`src/rtl/esc_pkg.sv`:
```
// Package: widths, constant divisors, reciprocals and calendar tables.
`default_nettype none
package esc_pkg;

  localparam int unsigned InW       = 31;
  localparam int unsigned OutW      = 40;
  localparam int unsigned InTdataW  = 32;

  localparam int unsigned SecW      = 6;
  localparam int unsigned MinW      = 6;
  localparam int unsigned HourW     = 5;
  localparam int unsigned DomW      = 5;
  localparam int unsigned MonW      = 4;
  localparam int unsigned YearW     = 11;
  localparam int unsigned WdayW     = 3;

  localparam int unsigned DaysW     = 15;
  localparam int unsigned HmsW      = 17;
  localparam int unsigned RestW     = 12;
  localparam int unsigned DayInYrW  = 9;

  // seconds per day = 675 * 128
  localparam logic [9:0]  DayDiv    = 10'd675;
  localparam logic [24:0] DayRecip  = 25'd25451658;
  localparam int unsigned DayShift  = 34;

  // seconds per hour = 225 * 16
  localparam logic [7:0]  HourDiv   = 8'd225;
  localparam logic [12:0] HourRecip = 13'd4660;
  localparam int unsigned HourShift = 20;

  // seconds per minute = 15 * 4
  localparam logic [3:0]  MinDiv    = 4'd15;
  localparam logic [12:0] MinRecip  = 13'd4369;
  localparam int unsigned MinShift  = 16;

  // days per four-year cycle
  localparam logic [10:0] CycDiv    = 11'd1461;
  localparam logic [14:0] CycRecip  = 15'd22966;
  localparam int unsigned CycShift  = 25;

  localparam logic [YearW-1:0] FirstYear = 11'd1970;
  localparam logic [1:0]       LeapSlot  = 2'd2;
  localparam logic [2:0]       WeekDiv   = 3'd7;
  localparam logic [2:0]       EpochWday = 3'd4;

  function automatic logic [10:0] year_off(input logic [1:0] yi);
    logic [10:0] r;
    case (yi)
      2'd0:    r = 11'd0;
      2'd1:    r = 11'd365;
      2'd2:    r = 11'd730;
      default: r = 11'd1096;
    endcase
    return r;
  endfunction

  function automatic logic [DayInYrW-1:0] month_start(input logic [3:0] m,
                                                      input logic       leap);
    logic [DayInYrW-1:0] r;
    case (m)
      4'd0:    r = 9'd0;
      4'd1:    r = 9'd31;
      4'd2:    r = 9'd59;
      4'd3:    r = 9'd90;
      4'd4:    r = 9'd120;
      4'd5:    r = 9'd151;
      4'd6:    r = 9'd181;
      4'd7:    r = 9'd212;
      4'd8:    r = 9'd243;
      4'd9:    r = 9'd273;
      4'd10:   r = 9'd304;
      4'd11:   r = 9'd334;
      default: r = 9'd0;
    endcase
    if (leap && (m >= 4'd2) && (m <= 4'd11)) begin
      r = r + 9'd1;
    end
    return r;
  endfunction

endpackage
`default_nettype wire

```
`src/rtl/epoch_seconds_to_calendar_unit.sv`:
```
// Top level: seconds-since-1970 to calendar date and time, nine-stage pipeline.
//
// Input channel s_axis: one item is a 31-bit count of seconds since
// 1970-01-01 00:00:00 in tdata[30:0]; tdata[31] is ignored.
// Output channel m_axis: one item per input item, in order, with second,
// minute, hour, day of month, month, year and weekday packed in tdata.
// Throughput: one item per cycle while the receiver does not stall; the nine
// register stages split the work into multiply, remainder and correction steps.
// Days are split by 86400, hours by 3600, minutes by 60, four-year cycles
// by 1461, each as multiply, remainder, then a one-step correction.
// Reset clears all stage valid bits; no item is in flight afterwards.
// When the receiver stalls with a result waiting, the whole pipeline holds
// and s_axis_tready_o drops; nothing is lost or repeated. Bubbles in the
// pipeline do not fill while stalled, so a stall costs its own length.
`default_nettype none
module epoch_seconds_to_calendar_unit (
  input  wire logic                         clk_i,
  input  wire logic                         rst_ni,
  input  wire logic                         s_axis_tvalid_i,
  output logic                              s_axis_tready_o,
  // [30:0] epoch_seconds, [31] zero
  input  wire logic [esc_pkg::InTdataW-1:0] s_axis_tdata_i,
  output logic                              m_axis_tvalid_o,
  input  wire logic                         m_axis_tready_i,
  // [5:0] second, [11:6] minute, [16:12] hour, [21:17] day_of_month,
  // [25:22] month, [36:26] year, [39:37] weekday
  output logic [esc_pkg::OutW-1:0]          m_axis_tdata_o
);

  localparam int unsigned NStg = 9;

  logic             en;
  logic [NStg-1:0]  v_q;

  assign en              = !v_q[NStg-1] || m_axis_tready_i;
  assign s_axis_tready_o = en;
  assign m_axis_tvalid_o = v_q[NStg-1];

  always_ff @(posedge clk_i or negedge rst_ni) begin
    if (!rst_ni) begin
      v_q <= '0;
    end else if (en) begin
      v_q <= {v_q[NStg-2:0], s_axis_tvalid_i};
    end
  end

  // stage 1: day quotient estimate
  logic [23:0]                 x1_d;
  logic [48:0]                 p1;
  logic [esc_pkg::DaysW-1:0]   q1_q;
  logic [23:0]                 x1_q;
  logic [6:0]                  lo1_q;

  assign x1_d = s_axis_tdata_i[30:7];
  assign p1   = 49'(x1_d) * 49'(esc_pkg::DayRecip);

  // stage 2: day remainder
  logic [24:0]                 p2;
  logic [10:0]                 r2_q;
  logic [esc_pkg::DaysW-1:0]   q2_q;
  logic [6:0]                  lo2_q;

  assign p2 = 25'(q1_q) * 25'(esc_pkg::DayDiv);

  // stage 3: day correction
  logic                        c3;
  logic [10:0]                 rr3;
  logic [esc_pkg::DaysW-1:0]   days3_q;
  logic [esc_pkg::HmsW-1:0]    hms3_q;

  assign c3  = (r2_q >= 11'(esc_pkg::DayDiv));
  assign rr3 = c3 ? (r2_q - 11'(esc_pkg::DayDiv)) : r2_q;

  // stage 4: hour and cycle estimates, weekday
  logic [25:0]                 p4h;
  logic [29:0]                 p4c;
  logic [15:0]                 w4;
  logic [5:0]                  ws4;
  logic [3:0]                  wf4;
  logic [3:0]                  wm4;
  logic [4:0]                  h4_q;
  logic [4:0]                  c4_q;
  logic [esc_pkg::DaysW-1:0]   days4_q;
  logic [esc_pkg::HmsW-1:0]    hms4_q;
  logic [esc_pkg::WdayW-1:0]   wd4_q;

  assign p4h = 26'(hms3_q[16:4]) * 26'(esc_pkg::HourRecip);
  assign p4c = 30'(days3_q) * 30'(esc_pkg::CycRecip);
  assign w4  = 16'(days3_q) + 16'(esc_pkg::EpochWday);
  assign ws4 = 6'(w4[2:0]) + 6'(w4[5:3]) + 6'(w4[8:6]) + 6'(w4[11:9])
             + 6'(w4[14:12]) + 6'(w4[15]);
  assign wf4 = 4'(ws4[5:3]) + 4'(ws4[2:0]);
  assign wm4 = (wf4 >= 4'(esc_pkg::WeekDiv)) ? (wf4 - 4'(esc_pkg::WeekDiv)) : wf4;

  // stage 5: hour and cycle remainders
  logic [12:0]                 ph5;
  logic [15:0]                 pc5;
  logic [8:0]                  hr5_q;
  logic [11:0]                 dr5_q;
  logic [4:0]                  h5_q;
  logic [4:0]                  c5_q;
  logic [3:0]                  lo5_q;
  logic [esc_pkg::WdayW-1:0]   wd5_q;

  assign ph5 = 13'(h4_q) * 13'(esc_pkg::HourDiv);
  assign pc5 = 16'(c4_q) * 16'(esc_pkg::CycDiv);

  // stage 6: hour and cycle correction
  logic                        ch6;
  logic                        cc6;
  logic [8:0]                  hrr6;
  logic [11:0]                 drr6;
  logic [esc_pkg::HourW-1:0]   hour6_q;
  logic [esc_pkg::RestW-1:0]   rest6_q;
  logic [4:0]                  cyc6_q;
  logic [10:0]                 dc6_q;
  logic [esc_pkg::WdayW-1:0]   wd6_q;

  assign ch6  = (hr5_q >= 9'(esc_pkg::HourDiv));
  assign hrr6 = ch6 ? (hr5_q - 9'(esc_pkg::HourDiv)) : hr5_q;
  assign cc6  = (dr5_q >= 12'(esc_pkg::CycDiv));
  assign drr6 = cc6 ? (dr5_q - 12'(esc_pkg::CycDiv)) : dr5_q;

  // stage 7: minute estimate, year within cycle
  logic [22:0]                 p7;
  logic [1:0]                  yi7;
  logic [10:0]                 dy7;
  logic [5:0]                  m7_q;
  logic [esc_pkg::RestW-1:0]   rest7_q;
  logic [esc_pkg::HourW-1:0]   hour7_q;
  logic [esc_pkg::YearW-1:0]   year7_q;
  logic                        leap7_q;
  logic [esc_pkg::DayInYrW-1:0] dy7_q;
  logic [esc_pkg::WdayW-1:0]   wd7_q;

  assign p7  = 23'(rest6_q[11:2]) * 23'(esc_pkg::MinRecip);
  assign yi7 = (dc6_q < esc_pkg::year_off(2'd1)) ? 2'd0 :
               (dc6_q < esc_pkg::year_off(2'd2)) ? 2'd1 :
               (dc6_q < esc_pkg::year_off(2'd3)) ? 2'd2 : 2'd3;
  assign dy7 = dc6_q - esc_pkg::year_off(yi7);

  // stage 8: minute remainder, month search
  logic [9:0]                  pm8;
  logic [3:0]                  mon8;
  logic [4:0]                  mr8_q;
  logic [5:0]                  m8_q;
  logic [1:0]                  lo8_q;
  logic [esc_pkg::HourW-1:0]   hour8_q;
  logic [esc_pkg::YearW-1:0]   year8_q;
  logic                        leap8_q;
  logic [esc_pkg::DayInYrW-1:0] dy8_q;
  logic [3:0]                  mon8_q;
  logic [esc_pkg::WdayW-1:0]   wd8_q;

  assign pm8 = 10'(m7_q) * 10'(esc_pkg::MinDiv);

  always_comb begin
    mon8 = '0;
    for (int m = 1; m < 12; m++) begin
      if (dy7_q >= esc_pkg::month_start(4'(m), leap7_q)) begin
        mon8 = mon8 + 4'd1;
      end
    end
  end

  // stage 9: minute correction, day of month, output register
  logic                        cm9;
  logic [4:0]                  mrr9;
  logic [esc_pkg::SecW-1:0]    sec9;
  logic [esc_pkg::MinW-1:0]    min9;
  logic [esc_pkg::DayInYrW-1:0] dom9;
  logic [esc_pkg::OutW-1:0]    out_d;
  logic [esc_pkg::OutW-1:0]    out_q;

  assign cm9  = (mr8_q >= 5'(esc_pkg::MinDiv));
  assign mrr9 = cm9 ? (mr8_q - 5'(esc_pkg::MinDiv)) : mr8_q;
  assign sec9 = {mrr9[3:0], lo8_q};
  assign min9 = cm9 ? (m8_q + 6'd1) : m8_q;
  assign dom9 = dy8_q - esc_pkg::month_start(mon8_q, leap8_q) + 9'd1;
  assign out_d = {wd8_q, year8_q, mon8_q + 4'd1, dom9[4:0], hour8_q, min9, sec9};

  assign m_axis_tdata_o = out_q;

  always_ff @(posedge clk_i) begin
    if (en) begin
      q1_q    <= p1[48:34];
      x1_q    <= x1_d;
      lo1_q   <= s_axis_tdata_i[6:0];

      r2_q    <= 11'(25'(x1_q) - p2);
      q2_q    <= q1_q;
      lo2_q   <= lo1_q;

      days3_q <= c3 ? (q2_q + 15'd1) : q2_q;
      hms3_q  <= {rr3[9:0], lo2_q};

      h4_q    <= p4h[24:20];
      c4_q    <= p4c[29:25];
      days4_q <= days3_q;
      hms4_q  <= hms3_q;
      wd4_q   <= wm4[2:0];

      hr5_q   <= 9'(hms4_q[16:4] - ph5);
      dr5_q   <= 12'(16'(days4_q) - pc5);
      h5_q    <= h4_q;
      c5_q    <= c4_q;
      lo5_q   <= hms4_q[3:0];
      wd5_q   <= wd4_q;

      hour6_q <= ch6 ? (h5_q + 5'd1) : h5_q;
      rest6_q <= {hrr6[7:0], lo5_q};
      cyc6_q  <= cc6 ? (c5_q + 5'd1) : c5_q;
      dc6_q   <= drr6[10:0];
      wd6_q   <= wd5_q;

      m7_q    <= p7[21:16];
      rest7_q <= rest6_q;
      hour7_q <= hour6_q;
      year7_q <= esc_pkg::FirstYear + {4'd0, cyc6_q, 2'd0} + 11'(yi7);
      leap7_q <= (yi7 == esc_pkg::LeapSlot);
      dy7_q   <= dy7[8:0];
      wd7_q   <= wd6_q;

      mr8_q   <= 5'(rest7_q[11:2] - pm8);
      m8_q    <= m7_q;
      lo8_q   <= rest7_q[1:0];
      hour8_q <= hour7_q;
      year8_q <= year7_q;
      leap8_q <= leap7_q;
      dy8_q   <= dy7_q;
      mon8_q  <= mon8;
      wd8_q   <= wd7_q;

      out_q   <= out_d;
    end
  end

endmodule
`default_nettype wire

```
`config.mk`:
```
export PLATFORM = sky130hd
export DESIGN_NAME = epoch_seconds_to_calendar_unit
export DESIGN_NICKNAME = d
export VERILOG_FILES = /design/src/rtl/esc_pkg.sv /design/src/rtl/epoch_seconds_to_calendar_unit.sv
export SDC_FILE = /design/constraint.sdc
export NUM_CORES = 2
export LEC_CHECK = 0
export BUFFER_PORTS_ARGS = -buffer_cell sky130_fd_sc_hd__buf_2
export CAP_MARGIN = 20
export CORE_ASPECT_RATIO = 1.5
export CORE_MARGIN = 3
export CORE_UTILIZATION = 50
export CTS_CLUSTER_SIZE = 8
export DETAILED_ROUTE_END_ITERATION = 6
export HOLD_SLACK_MARGIN = 0.06
export PLACE_DENSITY = 0.64
export SYNTH_ARGS = -nofsm -noshare
export SYNTH_HDL_FRONTEND = slang
export SYNTH_SLANG_ARGS = --single-unit
```
`constraint.sdc`:
```
create_clock -name clk_i -period 34.7 [get_ports clk_i]
set_input_delay 3.47 -clock clk_i [delete_from_list [all_inputs] [get_ports clk_i]]
set_output_delay 3.47 -clock clk_i [all_outputs]
set_load 0.01 [all_outputs]
```
==> results.md <==
* Syn Nets at 3,773
* WL/cell at around 16 um
* Crit. End Element: flop
* Ports at 78
* Max cap viols at 0
* Total Die Area at 68,400 sq um
* Largest family of logic cells by synthesized area: adder cells
* Critical Path Source Type: input port
* FF-to-FF setup slack at 26,080 ps
* Synthesis Warnings at 0
* Final Hold Violating Endpoints at 0
* Root buffer cell: clkbuf_16
* Worst-margin pin slew at 1010 ps
* Async SR Flop Fraction at 2.61%
* Final Util at 55.1%
* Initial antenna violation count at 0
* Max_slew headroom at around a third
* GR Util All Layers at about 18%
* Synthesized instance count at 2,756
* Chip Height at 319 um
* Global-route wire length before repair at a little over 100,000 um
* Data arrival, critical path at about 10,000 ps
* CP Data Required Time at approximately 35,000 ps
* Num Clock Sinks at ~350
* Netlist Area Pre-Place at around 33,000 sq um
* FF+latch count, synth at 345
* Fraction of layout cells with a size suffix above 1 at roughly 6.3%
* CTS buffer count at 50
* HP Class: flop to flop
* Leading post-synthesis cells by instance count: ha_1, inv_1, edfxtp_1, fa_1, xnor2_1
* Pins Over Slew Limit at 0
* Post-synthesis xor/xnor area fraction at 5.84%
* Compound-cell area share of the yosys netlist at 5.12%
* CTS HTree Levels at 2
* Die width at around 210 um
* Worst-Skew Late Latency at 600 ps
* CTS tree: yes
* Sequential share of the synthesized area at 31.5%
* Setup violators final at 0
* Setup TNS at 0 ps
* Critical path class: input port to flop
* Vias in the first global route at 21,564
* Starting DRT DRC Count at 508
* Synth Area in Simple Gates at 4.44%
* Starting Density at 50.6%
* RSZ-0062 raised after global routing: false
* CTS max path bufs at 3
* Final nets at roughly 4,000
* Core Area at 64,500 sq um
* Distinct cells, synth at 77
* Synth Area in Adders at 44.5%
* Vias at 19,420
* GRT overflow at 0
* Post-CTS setup buffers at 0
* Top_reg_cell synth: edfxtp_1
* Count of input and output buffers at 76
* Yosys top cell area share at 30.5%
* Hold-fix buffers, CTS at 0
* WL final at 59,200 um
* Tmin final at 10,070 ps
* Clk_skew at 45.6 ps
* Post-DP HPWL at 47,600 um
* Largest net degree at the start of global routing at 177
* # DRC at 0
* Fillers at around 5,500
* Synth area leaders: edfxtp_1, ha_1, fa_1
* # rows at roughly 110
* Clock-pin transition on the worst setup and hold timing paths at around 50 ps
* Fmax at between 90 and 100 MHz
* DR pass1 iterations at 4
* # resized after CTS at 0
* Count leader, synth: ha_1
* RePlAce Congestion at 0.858
* CP Max Fanout at 10
* Area Growth Syn to Fin at 8.89%
* Outcome: complete, no violations
* Routed Antenna Nets at 0
* Post-DR vias/cell at slightly above 5
* Mean Syn Cell Area at 11.8 sq um
* Mux contribution to synthesized area at 1.05%
* Fin crit share at between 20 and 30%
* Number of flops mapped to enable cells by yosys at about 330
* Largest area contributor in the netlist: edfxtp_1
* Antenna fix cells at 0
sequential cells by signal (all words and copies together) (netlist names), 9 cells and up, named ones only:
signal	cells
m_axis_tdata_o	39
hms3_q	17
days3_q	15
q1_q	15
q2_q	15
hms4_q	13
days4_q	12
dr5_q	12
rest6_q	12
dc6_q	11
r2_q	11
x1_q	11
year7_q	10
year8_q	10
dy7_q	9
hr5_q	9
v_q	9
stage by stage:
step | hold slack [ps] | area, sq um | setup WS (ps) | std cells
floorplan | 400 | 32600 | 18140 | 2756
global placement | 401 | 34100 | 23990 | 3688
detailed placement | 405 | 34100 | 23970 | 3688
CTS | 386 | 35500 | 24590 | 3754
global route | 390 | 35500 | 24190 | 3755
finish | 391 | 35500 | 24630 | 3755
cells by family after synthesis:
logic type	after synthesis
multiplexers	30
AO/OA/AOI/OAI	249
adder cells (fa/ha/maj)	981
AND/OR/NAND/NOR	285
XOR/XNOR	209
buffers and inverters	657
flip-flops	345
placed cells by master, fill, tap and decap left out, types with 5 or more instances in the layout:
cell type / n
nand4_1: 21
nand2b_1: 31
and3_1: 11
nand3_1: 22
inv_1: 639
mux2i_1: 8
or3_1: 5
clkbuf_1: 10
o211ai_1: 5
dfrtp_1: 9
o21bai_1: 17
dfxtp_1: 5
nand2_1: 71
a211oi_1: 9
ha_1: 682
fa_1: 299
a21o_1: 37
edfxtp_1: 331
a211o_1: 7
a21oi_1: 70
o21a_1: 11
nor2b_1: 19
xor2_1: 52
o21ai_0: 38
nor2_1: 62
o31ai_1: 6
xnor2_1: 151
clkbuf_16: 50
mux2_2: 20
nor3_1: 17
a31oi_1: 8
buf_2: 76
worst max-delay path, cell delays in order:
cell	delay [ps]
buf_2	230
fa_1	470
ha_1	290
inv_1	50
fa_1	490
fa_1	520
inv_1	50
fa_1	460
fa_1	540
inv_1	50
fa_1	520
inv_1	40
ha_1	300
a21o_1	180
a21oi_1	140
o21ai_0	100
a211o_1	330
a311o_1	370
a21o_1	280
a22o_1	280
and3_1	210
a311oi_1	490
o2111ai_1	260
a21oi_1	220
xnor2_1	70
metal layers:
metal | global-route usage, % | part of all wire [%] | routed length, um
met1 | 18.2 | 35 | 21000
met2 | 37.0 | 58 | 34200
met3 | 1.94 | 2.3 | 1370
met4 | 7.92 | 4.4 | 2630
met5 | 0 | 0 | 0
area by class of cell:
type / count / area, sq um / area share (%)
clock buffer: 60 / 1290 / 3.63
timing repair buffer: 81 / 450 / 1.27
clock inverter: 6 / 149 / 0.419
sequential: 345 / 10300 / 28.9
multi-input combinational: 1754 / 19900 / 56.0
tap: 870 / 1090 / 3.06
inverter: 639 / 2400 / 6.75
worst paths after layout:
check	start	end	cells after the start
max	s_axis_tdata_i[18]	q1_q[14]$_DFFE_PN_	25
min	lo2_q[0]$_DFFE_PN_	hms3_q[0]$_DFFE_PN_	0
max reg2reg	leap7_q$_DFFE_PN_	flop	33
min reg2reg	lo2_q[0]$_DFFE_PN_	hms3_q[0]$_DFFE_PN_	0
max in group asynchronous	rst_ni	v_q[1]$_DFFE_PN0N_	1
min in group asynchronous	rst_ni	v_q[7]$_DFFE_PN0N_	1
Power is not shown: default switching activity piles up to over one toggle a cycle in this logic, so the estimate is an artifact.
